<file path="config.mk">
export PLATFORM = sky130hd
export DESIGN_NAME = positional_list_editor_flat
export DESIGN_NICKNAME = d
export VERILOG_FILES = /design/src/rtl/ple_pkg.sv /design/src/rtl/ple_cmd_if.sv /design/src/rtl/ple_rsp_if.sv /design/src/rtl/ple_ram.sv /design/src/rtl/ple_front.sv /design/src/rtl/ple_queue.sv /design/src/rtl/ple_back.sv /design/src/rtl/positional_list_editor.sv /design/src/flat_wrapper.sv
export SDC_FILE = /design/constraint.sdc
export NUM_CORES = 2
export LEC_CHECK = 0
export ABC_AREA = 1
export BUFFER_PORTS_ARGS = -buffer_cell sky130_fd_sc_hd__buf_2
export CORE_MARGIN = 8
export CORE_UTILIZATION = 49
export CTS_CLUSTER_DIAMETER = 60
export CTS_CLUSTER_SIZE = 20
export DETAILED_ROUTE_END_ITERATION = 8
export PLACE_DENSITY_LB_ADDON = 0.1
export SLEW_MARGIN = 15
export SYNTH_ARGS = -nofsm -noshare
export SYNTH_HDL_FRONTEND = slang
export SYNTH_SLANG_ARGS = --single-unit
</file>
<file path="constraint.sdc">
create_clock -name clk -period 5.3 [get_ports clk]
set_input_delay 0.53 -clock clk [delete_from_list [all_inputs] [get_ports clk]]
set_output_delay 0.53 -clock clk [all_outputs]
set_load 0.01 [all_outputs]
</file>
<file path="src/rtl/ple_pkg.sv">
package ple_pkg;

    localparam int CAPACITY    = 64;
    localparam int DATA_W      = 32;
    localparam int FUNC_W      = 3;
    localparam int STATUS_W    = 3;
    localparam int ENTRIES_W   = 7;
    localparam int IDX_W       = (CAPACITY > 1) ? $clog2(CAPACITY) : 1;
    localparam int CNT_W       = $clog2(CAPACITY + 1);
    localparam int QUEUE_DEPTH = 2;

    localparam logic [FUNC_W-1:0] FUNC_APPEND     = 3'd0;
    localparam logic [FUNC_W-1:0] FUNC_REMOVE_VAL = 3'd1;
    localparam logic [FUNC_W-1:0] FUNC_REMOVE_AT  = 3'd2;
    localparam logic [FUNC_W-1:0] FUNC_INSERT     = 3'd3;
    localparam logic [FUNC_W-1:0] FUNC_DUMP       = 3'd4;

    localparam logic [STATUS_W-1:0] ST_DONE       = 3'd0;
    localparam logic [STATUS_W-1:0] ST_FULL       = 3'd1;
    localparam logic [STATUS_W-1:0] ST_NONE       = 3'd2;
    localparam logic [STATUS_W-1:0] ST_DUMP_ENTRY = 3'd3;
    localparam logic [STATUS_W-1:0] ST_DUMP_EMPTY = 3'd4;

    typedef enum logic [2:0] {
        OP_APPEND,
        OP_REMOVE_VAL,
        OP_REMOVE_AT,
        OP_INSERT,
        OP_DUMP
    } op_t;

    typedef struct packed {
        op_t                      op;
        logic signed [DATA_W-1:0] value;
        logic        [DATA_W-1:0] position;
    } cmd_t;

endpackage

</file>
<file path="src/rtl/ple_cmd_if.sv">
interface ple_cmd_if;
    logic                                valid;
    logic                                ready;
    logic        [ple_pkg::FUNC_W-1:0]   func;
    logic signed [ple_pkg::DATA_W-1:0]   value;
    logic signed [ple_pkg::DATA_W-1:0]   position;

    modport source (output valid, output func, output value, output position, input ready);
    modport sink   (input valid, input func, input value, input position, output ready);
endinterface

</file>
<file path="src/rtl/ple_rsp_if.sv">
interface ple_rsp_if;
    logic                                 valid;
    logic                                 ready;
    logic        [ple_pkg::STATUS_W-1:0]  status;
    logic signed [ple_pkg::DATA_W-1:0]    item;
    logic        [ple_pkg::ENTRIES_W-1:0] entries;
    logic                                 last;

    modport source (output valid, output status, output item, output entries, output last,
                    input ready);
    modport sink   (input valid, input status, input item, input entries, input last,
                    output ready);
endinterface

</file>
<file path="src/rtl/ple_ram.sv">
module ple_ram #(
    parameter int WIDTH = 32,
    parameter int DEPTH = 64
) (
    input  logic                                         clk,
    input  logic                                         we,
    input  logic [((DEPTH > 1) ? $clog2(DEPTH) : 1)-1:0] waddr,
    input  logic [WIDTH-1:0]                             wdata,
    input  logic [((DEPTH > 1) ? $clog2(DEPTH) : 1)-1:0] raddr,
    output logic [WIDTH-1:0]                             rdata
);
    logic [WIDTH-1:0] mem [DEPTH];

    always_ff @(posedge clk)
    begin
        if (we)
        begin
            mem[waddr] <= wdata;
        end
        rdata <= mem[raddr];
    end
endmodule

</file>
<file path="src/rtl/ple_front.sv">
module ple_front (
    ple_cmd_if.sink        cmd,
    output logic           push_valid,
    output ple_pkg::cmd_t  push_data,
    input  logic           push_ready
);
    logic known;

    always_comb
    begin
        known        = 1'b1;
        push_data.op = ple_pkg::OP_APPEND;
        case (cmd.func)
            ple_pkg::FUNC_APPEND:     push_data.op = ple_pkg::OP_APPEND;
            ple_pkg::FUNC_REMOVE_VAL: push_data.op = ple_pkg::OP_REMOVE_VAL;
            ple_pkg::FUNC_REMOVE_AT:  push_data.op = ple_pkg::OP_REMOVE_AT;
            ple_pkg::FUNC_INSERT:     push_data.op = ple_pkg::OP_INSERT;
            ple_pkg::FUNC_DUMP:       push_data.op = ple_pkg::OP_DUMP;
            default:                  known        = 1'b0;
        endcase
        push_data.value    = cmd.value;
        push_data.position = cmd.position;
    end

    // drop unknown codes on acceptance
    assign cmd.ready  = push_ready;
    assign push_valid = cmd.valid && known;
endmodule

</file>
<file path="src/rtl/ple_queue.sv">
module ple_queue (
    input  logic           clk,
    input  logic           rst_n,
    input  logic           push_valid,
    input  ple_pkg::cmd_t  push_data,
    output logic           push_ready,
    output logic           pop_valid,
    output ple_pkg::cmd_t  pop_data,
    input  logic           pop_ready
);
    localparam int PTR_W = (ple_pkg::QUEUE_DEPTH > 1) ? $clog2(ple_pkg::QUEUE_DEPTH) : 1;
    localparam int FILL_W = $clog2(ple_pkg::QUEUE_DEPTH + 1);

    ple_pkg::cmd_t     slot_reg [ple_pkg::QUEUE_DEPTH];
    logic [PTR_W-1:0]  wr_ptr_reg;
    logic [PTR_W-1:0]  rd_ptr_reg;
    logic [FILL_W-1:0] fill_reg;
    logic              do_push;
    logic              do_pop;

    assign push_ready = (fill_reg != FILL_W'(ple_pkg::QUEUE_DEPTH));
    assign pop_valid  = (fill_reg != '0);
    assign pop_data   = slot_reg[rd_ptr_reg];
    assign do_push    = push_valid && push_ready;
    assign do_pop     = pop_valid && pop_ready;

    always_ff @(posedge clk or negedge rst_n)
    begin
        if (!rst_n)
        begin
            wr_ptr_reg <= '0;
            rd_ptr_reg <= '0;
            fill_reg   <= '0;
        end
        else
        begin
            if (do_push)
            begin
                slot_reg[wr_ptr_reg] <= push_data;
                wr_ptr_reg <= (wr_ptr_reg == PTR_W'(ple_pkg::QUEUE_DEPTH - 1))
                              ? '0 : wr_ptr_reg + PTR_W'(1);
            end
            if (do_pop)
            begin
                rd_ptr_reg <= (rd_ptr_reg == PTR_W'(ple_pkg::QUEUE_DEPTH - 1))
                              ? '0 : rd_ptr_reg + PTR_W'(1);
            end
            if (do_push && !do_pop)
            begin
                fill_reg <= fill_reg + FILL_W'(1);
            end
            else if (do_pop && !do_push)
            begin
                fill_reg <= fill_reg - FILL_W'(1);
            end
        end
    end
endmodule

</file>
<file path="src/rtl/ple_back.sv">
module ple_back (
    input  logic           clk,
    input  logic           rst_n,
    input  logic           pop_valid,
    input  ple_pkg::cmd_t  pop_data,
    output logic           pop_ready,
    ple_rsp_if.source      rsp
);
    localparam int IDX_W    = ple_pkg::IDX_W;
    localparam int CNT_W    = ple_pkg::CNT_W;
    localparam int DATA_W   = ple_pkg::DATA_W;
    localparam int STATUS_W = ple_pkg::STATUS_W;

    typedef enum logic [3:0] {
        S_IDLE,
        S_SCAN_RD,
        S_SCAN_CHK,
        S_DEL_RD,
        S_DEL_WR,
        S_INS_RD,
        S_INS_WR,
        S_DUMP_RD,
        S_DUMP_OUT,
        S_REPLY
    } state_t;

    state_t                state_reg,  state_next;
    logic [CNT_W-1:0]      count_reg,  count_next;
    logic [CNT_W-1:0]      ptr_reg,    ptr_next;
    logic [CNT_W-1:0]      slot_reg,   slot_next;
    logic [DATA_W-1:0]     value_reg,  value_next;
    logic [STATUS_W-1:0]   result_reg, result_next;
    logic                  out_valid_reg, out_valid_next;
    logic [STATUS_W-1:0]   out_status_reg, out_status_next;
    logic [DATA_W-1:0]     out_item_reg, out_item_next;
    logic [CNT_W-1:0]      out_count_reg, out_count_next;
    logic                  out_last_reg, out_last_next;

    logic                  ram_we;
    logic [IDX_W-1:0]      ram_waddr;
    logic [DATA_W-1:0]     ram_wdata;
    logic [IDX_W-1:0]      ram_raddr;
    logic [DATA_W-1:0]     ram_rdata;

    logic                  out_free;
    logic                  full;
    logic                  pos_end;
    logic [CNT_W-1:0]      ptr_inc;
    logic [CNT_W-1:0]      ptr_dec;

    ple_ram #(
        .WIDTH (DATA_W),
        .DEPTH (ple_pkg::CAPACITY)
    ) u_ram (
        .clk   (clk),
        .we    (ram_we),
        .waddr (ram_waddr),
        .wdata (ram_wdata),
        .raddr (ram_raddr),
        .rdata (ram_rdata)
    );

    assign out_free  = !out_valid_reg || rsp.ready;
    assign full      = (count_reg >= CNT_W'(ple_pkg::CAPACITY));
    assign pos_end   = pop_data.position[DATA_W-1] ||
                       (pop_data.position >= DATA_W'(count_reg));
    assign ptr_inc   = ptr_reg + CNT_W'(1);
    assign ptr_dec   = ptr_reg - CNT_W'(1);
    assign pop_ready = (state_reg == S_IDLE);

    assign rsp.valid   = out_valid_reg;
    assign rsp.status  = out_status_reg;
    assign rsp.item    = out_item_reg;
    assign rsp.entries = ple_pkg::ENTRIES_W'(out_count_reg);
    assign rsp.last    = out_last_reg;

    always_comb
    begin
        state_next      = state_reg;
        count_next      = count_reg;
        ptr_next        = ptr_reg;
        slot_next       = slot_reg;
        value_next      = value_reg;
        result_next     = result_reg;
        out_valid_next  = out_valid_reg && !rsp.ready;
        out_status_next = out_status_reg;
        out_item_next   = out_item_reg;
        out_count_next  = out_count_reg;
        out_last_next   = out_last_reg;
        ram_we          = 1'b0;
        ram_waddr       = count_reg[IDX_W-1:0];
        ram_wdata       = pop_data.value;
        ram_raddr       = ptr_reg[IDX_W-1:0];

        case (state_reg)
            S_IDLE:
            begin
                if (pop_valid)
                begin
                    value_next = pop_data.value;
                    case (pop_data.op)
                        ple_pkg::OP_APPEND:
                        begin
                            state_next = S_REPLY;
                            if (full)
                            begin
                                result_next = ple_pkg::ST_FULL;
                            end
                            else
                            begin
                                ram_we      = 1'b1;
                                count_next  = count_reg + CNT_W'(1);
                                result_next = ple_pkg::ST_DONE;
                            end
                        end
                        ple_pkg::OP_REMOVE_VAL:
                        begin
                            ptr_next = '0;
                            if (count_reg == '0)
                            begin
                                result_next = ple_pkg::ST_NONE;
                                state_next  = S_REPLY;
                            end
                            else
                            begin
                                state_next = S_SCAN_RD;
                            end
                        end
                        ple_pkg::OP_REMOVE_AT:
                        begin
                            if (pos_end)
                            begin
                                result_next = ple_pkg::ST_NONE;
                                state_next  = S_REPLY;
                            end
                            else
                            begin
                                ptr_next   = pop_data.position[CNT_W-1:0];
                                state_next = S_DEL_RD;
                            end
                        end
                        ple_pkg::OP_INSERT:
                        begin
                            if (full)
                            begin
                                result_next = ple_pkg::ST_FULL;
                                state_next  = S_REPLY;
                            end
                            else
                            begin
                                ptr_next   = count_reg;
                                slot_next  = pos_end ? count_reg
                                                     : pop_data.position[CNT_W-1:0];
                                state_next = S_INS_RD;
                            end
                        end
                        ple_pkg::OP_DUMP:
                        begin
                            ptr_next = '0;
                            if (count_reg == '0)
                            begin
                                result_next = ple_pkg::ST_DUMP_EMPTY;
                                state_next  = S_REPLY;
                            end
                            else
                            begin
                                state_next = S_DUMP_RD;
                            end
                        end
                        default:
                        begin
                            state_next = S_IDLE;
                        end
                    endcase
                end
            end
            S_SCAN_RD:
            begin
                state_next = S_SCAN_CHK;
            end
            S_SCAN_CHK:
            begin
                if (ram_rdata == value_reg)
                begin
                    state_next = S_DEL_RD;
                end
                else if (ptr_inc == count_reg)
                begin
                    result_next = ple_pkg::ST_NONE;
                    state_next  = S_REPLY;
                end
                else
                begin
                    ptr_next   = ptr_inc;
                    state_next = S_SCAN_RD;
                end
            end
            S_DEL_RD:
            begin
                // close the gap one entry at a time
                if (ptr_inc < count_reg)
                begin
                    ram_raddr  = ptr_inc[IDX_W-1:0];
                    state_next = S_DEL_WR;
                end
                else
                begin
                    count_next  = count_reg - CNT_W'(1);
                    result_next = ple_pkg::ST_DONE;
                    state_next  = S_REPLY;
                end
            end
            S_DEL_WR:
            begin
                ram_we     = 1'b1;
                ram_waddr  = ptr_reg[IDX_W-1:0];
                ram_wdata  = ram_rdata;
                ptr_next   = ptr_inc;
                state_next = S_DEL_RD;
            end
            S_INS_RD:
            begin
                // open a gap from the tail down to the insert slot
                if (ptr_reg > slot_reg)
                begin
                    ram_raddr  = ptr_dec[IDX_W-1:0];
                    state_next = S_INS_WR;
                end
                else
                begin
                    ram_we      = 1'b1;
                    ram_waddr   = slot_reg[IDX_W-1:0];
                    ram_wdata   = value_reg;
                    count_next  = count_reg + CNT_W'(1);
                    result_next = ple_pkg::ST_DONE;
                    state_next  = S_REPLY;
                end
            end
            S_INS_WR:
            begin
                ram_we     = 1'b1;
                ram_waddr  = ptr_reg[IDX_W-1:0];
                ram_wdata  = ram_rdata;
                ptr_next   = ptr_dec;
                state_next = S_INS_RD;
            end
            S_DUMP_RD:
            begin
                state_next = S_DUMP_OUT;
            end
            S_DUMP_OUT:
            begin
                // hold the read address so the data stays until the slot frees
                if (out_free)
                begin
                    out_valid_next  = 1'b1;
                    out_status_next = ple_pkg::ST_DUMP_ENTRY;
                    out_item_next   = ram_rdata;
                    out_count_next  = count_reg;
                    out_last_next   = (ptr_inc == count_reg);
                    if (ptr_inc == count_reg)
                    begin
                        state_next = S_IDLE;
                    end
                    else
                    begin
                        ptr_next   = ptr_inc;
                        state_next = S_DUMP_RD;
                    end
                end
            end
            S_REPLY:
            begin
                if (out_free)
                begin
                    out_valid_next  = 1'b1;
                    out_status_next = result_reg;
                    out_item_next   = '0;
                    out_count_next  = count_reg;
                    out_last_next   = 1'b1;
                    state_next      = S_IDLE;
                end
            end
            default:
            begin
                state_next = S_IDLE;
            end
        endcase
    end

    always_ff @(posedge clk or negedge rst_n)
    begin
        if (!rst_n)
        begin
            state_reg      <= S_IDLE;
            count_reg      <= '0;
            ptr_reg        <= '0;
            slot_reg       <= '0;
            value_reg      <= '0;
            result_reg     <= ple_pkg::ST_DONE;
            out_valid_reg  <= 1'b0;
            out_status_reg <= ple_pkg::ST_DONE;
            out_item_reg   <= '0;
            out_count_reg  <= '0;
            out_last_reg   <= 1'b0;
        end
        else
        begin
            state_reg      <= state_next;
            count_reg      <= count_next;
            ptr_reg        <= ptr_next;
            slot_reg       <= slot_next;
            value_reg      <= value_next;
            result_reg     <= result_next;
            out_valid_reg  <= out_valid_next;
            out_status_reg <= out_status_next;
            out_item_reg   <= out_item_next;
            out_count_reg  <= out_count_next;
            out_last_reg   <= out_last_next;
        end
    end
endmodule

</file>
<file path="src/rtl/positional_list_editor.sv">
// Ordered list of up to ple_pkg::CAPACITY signed 32-bit values in a single-port-write,
// registered-read RAM. Commands enter through a two-deep queue and run one at a time;
// unknown codes are accepted and dropped. Remove at position moves each later entry one
// place toward the head; insert moves each entry from the tail down to the insert slot
// one place toward the tail; remove by value scans from the head until the first match
// and then moves entries like remove at position, or answers none when nothing matches;
// dump reads out every entry, or answers empty for an empty list. A command dropped for
// a full list or a removal past the end is answered without touching the RAM. Each moved
// or scanned entry is a read state followed by a compare or write state in the RAM.
// A result waits in an output register while the next command is taken into the queue.
module positional_list_editor (
    input  logic       clk,
    input  logic       rst_n,
    ple_cmd_if.sink    cmd,
    ple_rsp_if.source  rsp
);
    logic          push_valid;
    logic          push_ready;
    ple_pkg::cmd_t push_data;
    logic          pop_valid;
    logic          pop_ready;
    ple_pkg::cmd_t pop_data;

    ple_front u_front (
        .cmd        (cmd),
        .push_valid (push_valid),
        .push_data  (push_data),
        .push_ready (push_ready)
    );

    ple_queue u_queue (
        .clk        (clk),
        .rst_n      (rst_n),
        .push_valid (push_valid),
        .push_data  (push_data),
        .push_ready (push_ready),
        .pop_valid  (pop_valid),
        .pop_data   (pop_data),
        .pop_ready  (pop_ready)
    );

    ple_back u_back (
        .clk       (clk),
        .rst_n     (rst_n),
        .pop_valid (pop_valid),
        .pop_data  (pop_data),
        .pop_ready (pop_ready),
        .rsp       (rsp)
    );
endmodule

</file>
<file path="src/flat_wrapper.sv">
// flat-port wrapper written by rule: the top's interface ports become plain ports
module positional_list_editor_flat 
  (clk, rst_n, cmd_valid, cmd_func, cmd_value, cmd_position, cmd_ready, rsp_valid, rsp_status, rsp_item, rsp_entries, rsp_last, rsp_ready);
  ple_cmd_if cmd_i ();
  ple_rsp_if rsp_i ();
  input  logic clk;
  input  logic rst_n;
  input wire logic [$bits(cmd_i.valid)-1:0] cmd_valid;
  input wire logic [$bits(cmd_i.func)-1:0] cmd_func;
  input wire logic [$bits(cmd_i.value)-1:0] cmd_value;
  input wire logic [$bits(cmd_i.position)-1:0] cmd_position;
  output wire logic [$bits(cmd_i.ready)-1:0] cmd_ready;
  output wire logic [$bits(rsp_i.valid)-1:0] rsp_valid;
  output wire logic [$bits(rsp_i.status)-1:0] rsp_status;
  output wire logic [$bits(rsp_i.item)-1:0] rsp_item;
  output wire logic [$bits(rsp_i.entries)-1:0] rsp_entries;
  output wire logic [$bits(rsp_i.last)-1:0] rsp_last;
  input wire logic [$bits(rsp_i.ready)-1:0] rsp_ready;
  assign cmd_i.valid = cmd_valid;
  assign cmd_i.func = cmd_func;
  assign cmd_i.value = cmd_value;
  assign cmd_i.position = cmd_position;
  assign cmd_ready = cmd_i.ready;
  assign rsp_valid = rsp_i.valid;
  assign rsp_status = rsp_i.status;
  assign rsp_item = rsp_i.item;
  assign rsp_entries = rsp_i.entries;
  assign rsp_last = rsp_i.last;
  assign rsp_i.ready = rsp_ready;
  positional_list_editor u_core (.clk(clk), .rst_n(rst_n), .cmd(cmd_i), .rsp(rsp_i));
endmodule
</file>
# ---- Word level (Yosys, flattened, before mapping)
# Memory sizes are Yosys's and may differ from the RTL's. A register that Yosys moved wholly into a read port is not among the register bits.
# Index checks and enable logic that the tools add are counted.
dict set report word_totals {
  ram_bits 2182
  in_bits 71
  latch_bits 0
  out_inout_bits 45
  elab_cells 175
  reg_bits 108
  mem_count 2
  romBits 0
}
# name depth word_bits rd rd_ports_with_merged_regs write_ports line_no
set memory_table {}
lappend memory_table {u_core.u_back.u_ram.mem 64 32 1 1 1 ple_ram.sv:12} ;# logic [WIDTH-1:0] mem [DEPTH];
lappend memory_table {u_core.u_queue.slot_reg 2 67 1 0 1 ple_queue.sv:14} ;# ple_pkg::cmd_t slot_reg [ple_pkg::QUEUE_DEPTH];
dict set report op_classes {
  reduce_logical 35
  bitwise_logic 1
  n_eq_ne 37
  muxes 74
  div_mod_pow 0
  n_addsub 8
  magnitude_cmp 4
  n_mul 0
  n_shift 0
}
# operator count
set op_table {}
lappend op_table {{one-hot mux 32 bit (2 select lines)} 2}
lappend op_table {{two-way mux 32 bit} 3}
lappend op_table {{two-way mux 7 bit} 12}
lappend op_table {{two-way mux 4 bit} 11}
lappend op_table {{one-hot mux 7 bit (3 select lines)} 2}
lappend op_table {{one-hot mux 4 bit (10 select lines)} 1}
lappend op_table {{two-way mux 3 bit} 12}
lappend op_table {{one-hot mux 7 bit (5 select lines)} 1}
lappend op_table {{== test 32 bit} 1}
lappend op_table {{>= comparator 32 x 7 -> 1 bit} 1}
lappend op_table {{one-hot mux 3 bit (4 select lines)} 2}
lappend op_table {{one-hot mux 6 bit (2 select lines)} 2}
lappend op_table {{!= test 2 bit, second input constant} 10}
lappend op_table {{one-hot mux 4 bit (5 select lines)} 1}
lappend op_table {{two-way mux 6 bit} 3}
lappend op_table {{!= test 3 bit, second input constant} 6}
lappend op_table {{== test 4 x 3 -> 1 bit, second input constant} 4}
lappend op_table {{two-way mux 1 bit} 16}
lappend op_table {{one-hot mux 3 bit (5 select lines)} 1}
lappend op_table {{adder 7 x 1 -> 7 bit, second input constant} 2}
lappend op_table {{subtractor 7 x 1 -> 7 bit, second input constant} 2}
lappend op_table {{== test 3 x 2 -> 1 bit, second input constant} 4}
lappend op_table {{AND reduction 11 bit} 1}
lappend op_table {{== test 4 x 2 -> 1 bit, second input constant} 2}
lappend op_table {{other kinds (35)} 57}

# ---- Logic depth before layout (Yosys ltp)
dict set report logic_depth {
  word_depth 9
  depth_mapped 23
  ltp_nobuf 21
}

# ---- Hierarchy
# A second synthesis with hierarchy kept.
dict set report unflattened {
  hier_cells 8185
  area_unflattened_um2 95436.5
}
# mod area_per_inst_um2 seq_area_each_um2 instances cells_per_inst
set modules_own_cells {}
lappend modules_own_cells {ple_ram 82740.6 62139.6 1 6770}
lappend modules_own_cells {ple_back 7055.5 2602.5 1 958}
lappend modules_own_cells {ple_queue 5108.6 4124.0 1 382}
lappend modules_own_cells {ple_front 531.8 0.0 1 75}

# ---- Least setup slack after synthesis
# No wires, ideal clock.
dict set report synth_timing {
  path_kind {register to register}
  start {register u_core.u_back.ptr_reg[4]}
  end {memory u_core.u_back.u_ram.mem[40][0], enable pin}
  t_arrival_ns 5.096
  setup_slack_ns -0.298
  setup_ns 0.501
  path_stages_with_launch 15
  required_ns 4.799
  period_less_slack_ns 5.598
  n_path_buf 1
  path_cell_list {dfrtp_1 > ha_1 > nand2_1 > nor2_1 > nand2_1 > nand2_1 > nand2_1 > nand2_1 > buf_2 > o22ai_1 > a21oi_1 > inv_1 > nor2_1 > nand2_1 > nor4_1}
}
dict set report synth_between {
  elab_chain_cells 5
  elab_cells_between_ends 7
  cone_classes {order compare (1); mux (6)}
}
# element line_no
set synth_rtl {}
lappend synth_rtl {{from (decl)} ple_back.sv:29} ;# logic [CNT_W-1:0] ptr_reg, ptr_next;
lappend synth_rtl {{from (signal assigned)} ple_back.sv:311} ;# ptr_reg <= ptr_next;
lappend synth_rtl {{greater-than comparator 7 bit} ple_back.sv:224} ;# if (ptr_reg > slot_reg)
lappend synth_rtl {{two-way mux 1 bit} ple_back.sv:224}
lappend synth_rtl {{one-hot mux 1 bit (3 select lines)} ple_back.sv:95} ;# case (state_reg)
lappend synth_rtl {{two-way mux 1 bit} ple_ram.sv:16} ;# if (we)
lappend synth_rtl {{two-way mux 1 bit (implied by the code)} ple_ram.sv:18} ;# mem[waddr] <= wdata;
lappend synth_rtl {{to (decl)} ple_ram.sv:12}
# Parallel ways exist; a longest one is shown, timed or not.

# ---- Worst setup path in the final report
dict set report layout_timing {
  start {register u_core.u_back.ptr_reg[0]}
  end {register u_core.u_back.u_ram.rdata[1], read port of u_core.u_back.u_ram.mem}
}
dict set report layout_between {
  elab_chain_cells 4
  elab_cells_between_ends 7
  cone_classes {add/sub (2); order compare (2); mux (3)}
}
# element line_no
set layout_rtl {}
lappend layout_rtl {{adder 7 x 1 -> 7 bit} ple_back.sv:67} ;# assign ptr_inc = ptr_reg + CNT_W'(1);
lappend layout_rtl {{< comparator 7 bit} ple_back.sv:201} ;# if (ptr_inc < count_reg)
lappend layout_rtl {{two-way mux 6 bit} ple_back.sv:201}
lappend layout_rtl {{one-hot mux 6 bit (2 select lines) (*)} ple_back.sv:95}
lappend layout_rtl {{to (decl)} ple_ram.sv:10} ;# output logic [WIDTH-1:0] rdata
# Every way passes the cells marked *; elsewhere a longest branch is shown, timed or not.
# A chain may end at the register's enable or synchronous reset.

==> out/results.tsv <==
stage	metric	value	unit
outcome	status	finished clean	
detailed_routing	wire per inst	24.4	um
sta	Max-slew headroom	29.0	%
layout	Final Util	55.3	%
synth	synthesized netlist cell count	9263	
place	Placer Congestion	0.868	
synth	Post-Synthesis Cell Area	102000	um^2
clocking	Skew-Pair Late Insertion Delay	0.85	ns
global_route	antenna violations before repair	10	
sta	Tightest Pin Transition	1.07	ns
floorplanning	Core Box Area	207000	um^2
pwr	Lkg Pwr	44.4	nW
synth	Post-Synthesis Net Count	9364	
detailed_routing	initial DRC count	7794	
worst_setup_path	Startpoint Class	flip-flop	
global_route	first-pass GRT wire length	441000	um
pwr	PD cells	587	nW/um^2
layout	flip-flop count of the largest register after layout	2048	
worst_setup_path	depth of the most critical reg-to-reg path	21	
layout	filler instances	17400	
floorplanning	initial core utilization	49.3	%
place	DP Area	108000	um^2
detailed_routing	Antenna Nets Post-Route	0	
detailed_routing	vias	69400	
clocking	# H-tree levels	4	
sta	f_max	201	MHz
layout	final instance area	115000	um^2
worst_setup_path	Critical Path AT	5.76	ns
pwr	Power Total	67.3	mW
synth	Post-synth EDFFs	2182	
min_path	Hold Path Class	input pin to flip-flop	
global_route	GRT overflow	0	
sta	TNS Setup	0	ns
detailed_routing	DR vias/cell	5.67	
clocking	CTS Buffer Depth	3	
synth	Synth warnings	0	
synth	Synth area leader	edfxtp_1	
synth	FF+latch count, synth	2322	
sta	Final setup violation count	0	
sta	worst hold margin	0.119	ns
synth	FFs w/ async S/R, synth	4.65	%
clocking	clk slew on worst S/H paths	0.08	ns
detailed_routing	Pre-Repair DR Iteration Count	6	
detailed_routing	WL final	299000	um
layout	area delta synth->final	12.2	%
clocking	CTS root buffer	clkbuf_16	
worst_setup_path	crit path max fanout	46	
global_route	largest net degree at the start of global routing	159	
layout	final net count	9412	
sta	clk_skew	0.0307	ns
floorplanning	Ports	116	
clocking	Num Clock Sinks	2322	
synth	Netlist cell types	48	
clocking	TritonCTS clock tree	built	
synth	ys flop type	edfxtp_1	
synth	Area contributors post-synth	edfxtp_1 (64%), nand3_1 (11%), nand2_1 (5.8%)	
layout	layout cells sized above 1	8.92	%
sta	period utilization	93.9	%
pwr	IR drop worst, VDD	0.460	mV
place	Buffers on Ports	115	
floorplanning	Die ar.	223000	um^2
run	Max-Cap Viols	0	
synth	Avg Cell Area, Syn	11.0	um^2
floorplanning	Die Y	473	um
synth	sequential fraction of the synthesis area	67.4	%
detailed_routing	Post-route DRC	0	
worst_setup_path	Required @ worst endpoint	6.08	ns
sta	RSZ-0062 raised after global routing	false	
synth	Yosys top cell area share	64.1	%
sta	hold violation count in the final report	0	
floorplanning	Die Span X	473	um
worst_setup_path	CP endpoint kind	flip-flop	
min_path	Hold Crit Depth	3	
floorplanning	FP Rows	167	
global_route	vias in the first global route	66300	
place	DP HPWL	171000	um
sta	Final min period	4.98	ns
clocking	Num CTS Buffers	167	
global_route	Overall Global Routing Usage	26.0	%
sta	Slew Limit Fails	0	
worst_setup_path	WS Path Type	flip-flop to flip-flop	
==> stage by stage <==
step,instances,worst slack [ns]
after floorplan,9263,0.588
after global placement,11900,0.0823
after detailed placement,11900,0.0672
after CTS,12200,0.0642
after global routing,12200,0.0398
final,12200,0.323
==> metal layers <==
| layer | wire [um] | GRT usage, % |
|---|---|---|
| met5 | 21 | 0 |
| met4 | 7460 | 6.75 |
| met3 | 22800 | 3.91 |
| met2 | 141000 | 42.5 |
| met1 | 127000 | 36.7 |
==> timing repair <==
action | in CTS | in global routing
hold buffers | 69 | 0
setup buffers | 0 | 1
setup endpoints to repair | 0 | 12
endpoints found under the hold margin | 162 | 0
gates resized for setup | 0 | 6
==> layout make-up <==
cell class                      count  area [um^2]  area share, %
Sequential cell                  2322        68900           60.1
Multi-Input combinational cell   5027        26800           23.4
Inverter                         1320         4980           4.34
Timing Repair Buffer              473         4780           4.17
Clock buffer                      194         4490           3.92
Tap cell                         2788         3490           3.04
Clock inverter                    119         1250           1.09
Antenna cell                        3         7.51        0.00655
==> path summary, 6_finish.rpt <==
check                                           from                             end  slack [ns]
max in group asynchronous                      rst_n       u_core.u_queue.rd_ptr_reg        4.12
min in group asynchronous                      rst_n     u_core.u_back.value_reg[31]        0.19
max                         u_core.u_back.ptr_reg[0]    u_core.u_back.u_ram.rdata[1]        0.32
min reg2reg                u_core.u_back.rsp.item[0]       u_core.u_back.rsp.item[0]        0.48
min                                      cmd_func[0]  u_core.u_queue.slot_reg[1][64]        0.12
max reg2reg                 u_core.u_back.ptr_reg[0]    u_core.u_back.u_ram.rdata[1]        0.32
==> worst max-delay path, cell delays in order, from the launching register on <==
cell and delay, ns:
dfrtp_2 0.49, ha_1 0.22, nand3_1 0.11, nor3_1 0.22, xor2_1 0.18, inv_1 0.07
ha_1 0.29, nand2_1 0.09, inv_1 0.04, a21oi_1 0.28, nand3_4 0.20, nand3_1 0.24
nand2_8 0.23, inv_8 0.41, buf_12 0.28, buf_4 0.24, nand3_1 0.10, nand3_1 0.09
nand3_1 0.08, nand3_1 0.37, nand3_1 0.37, nand2_1 0.15
==> cell families (layout without fill, tap and decap cells) <==
kind of cell / Yosys count / after routing / synth area share, %
simple gates: 4768 / 4769 / 23.3
flops: 2322 / 2322 / 67.4
buf+inv: 1915 / 2106 / 7.56
compound gates: 209 / 209 / 1.22
fa+ha+maj: 30 / 30 / 0.375
xor+xnor: 18 / 18 / 0.154
mux: 1 / 1 / 0.00980
other cells: 0 / 3 / 0
==> placed cells by master, fill, tap and decap left out, drive strengths merged, types with 51 or more instances in the layout <==
cell / count
nand3: 2212
inv: 1364
edfxtp: 2182
clkinv: 51
dlygate4sd3: 69
buf: 404
nand3b: 767
o21ai: 115
dfrtp: 108
clkbuf: 194
nand2: 1593
nor2: 133
==> cells in the mapped netlist (all sizes together), types with 8 or more instances <==
cell,instances
a21oi,31
buf,416
clkbuf,179
dfrtp,108
dfxtp,32
edfxtp,2182
ha,29
inv,1320
nand2,1592
nand3,2212
nand3b,767
nand4,24
nor2,133
nor3,20
nor4,10
o21ai,115
o221ai,34
o22ai,11
or2,8
xor2,15
==> where the power goes <==
group	switching [mW]	internal [mW]
clock network	6.83	6.89
logic	20.9	7.88
registers	0.821	24.0
Note: power is estimated with default switching activity, not from simulation.
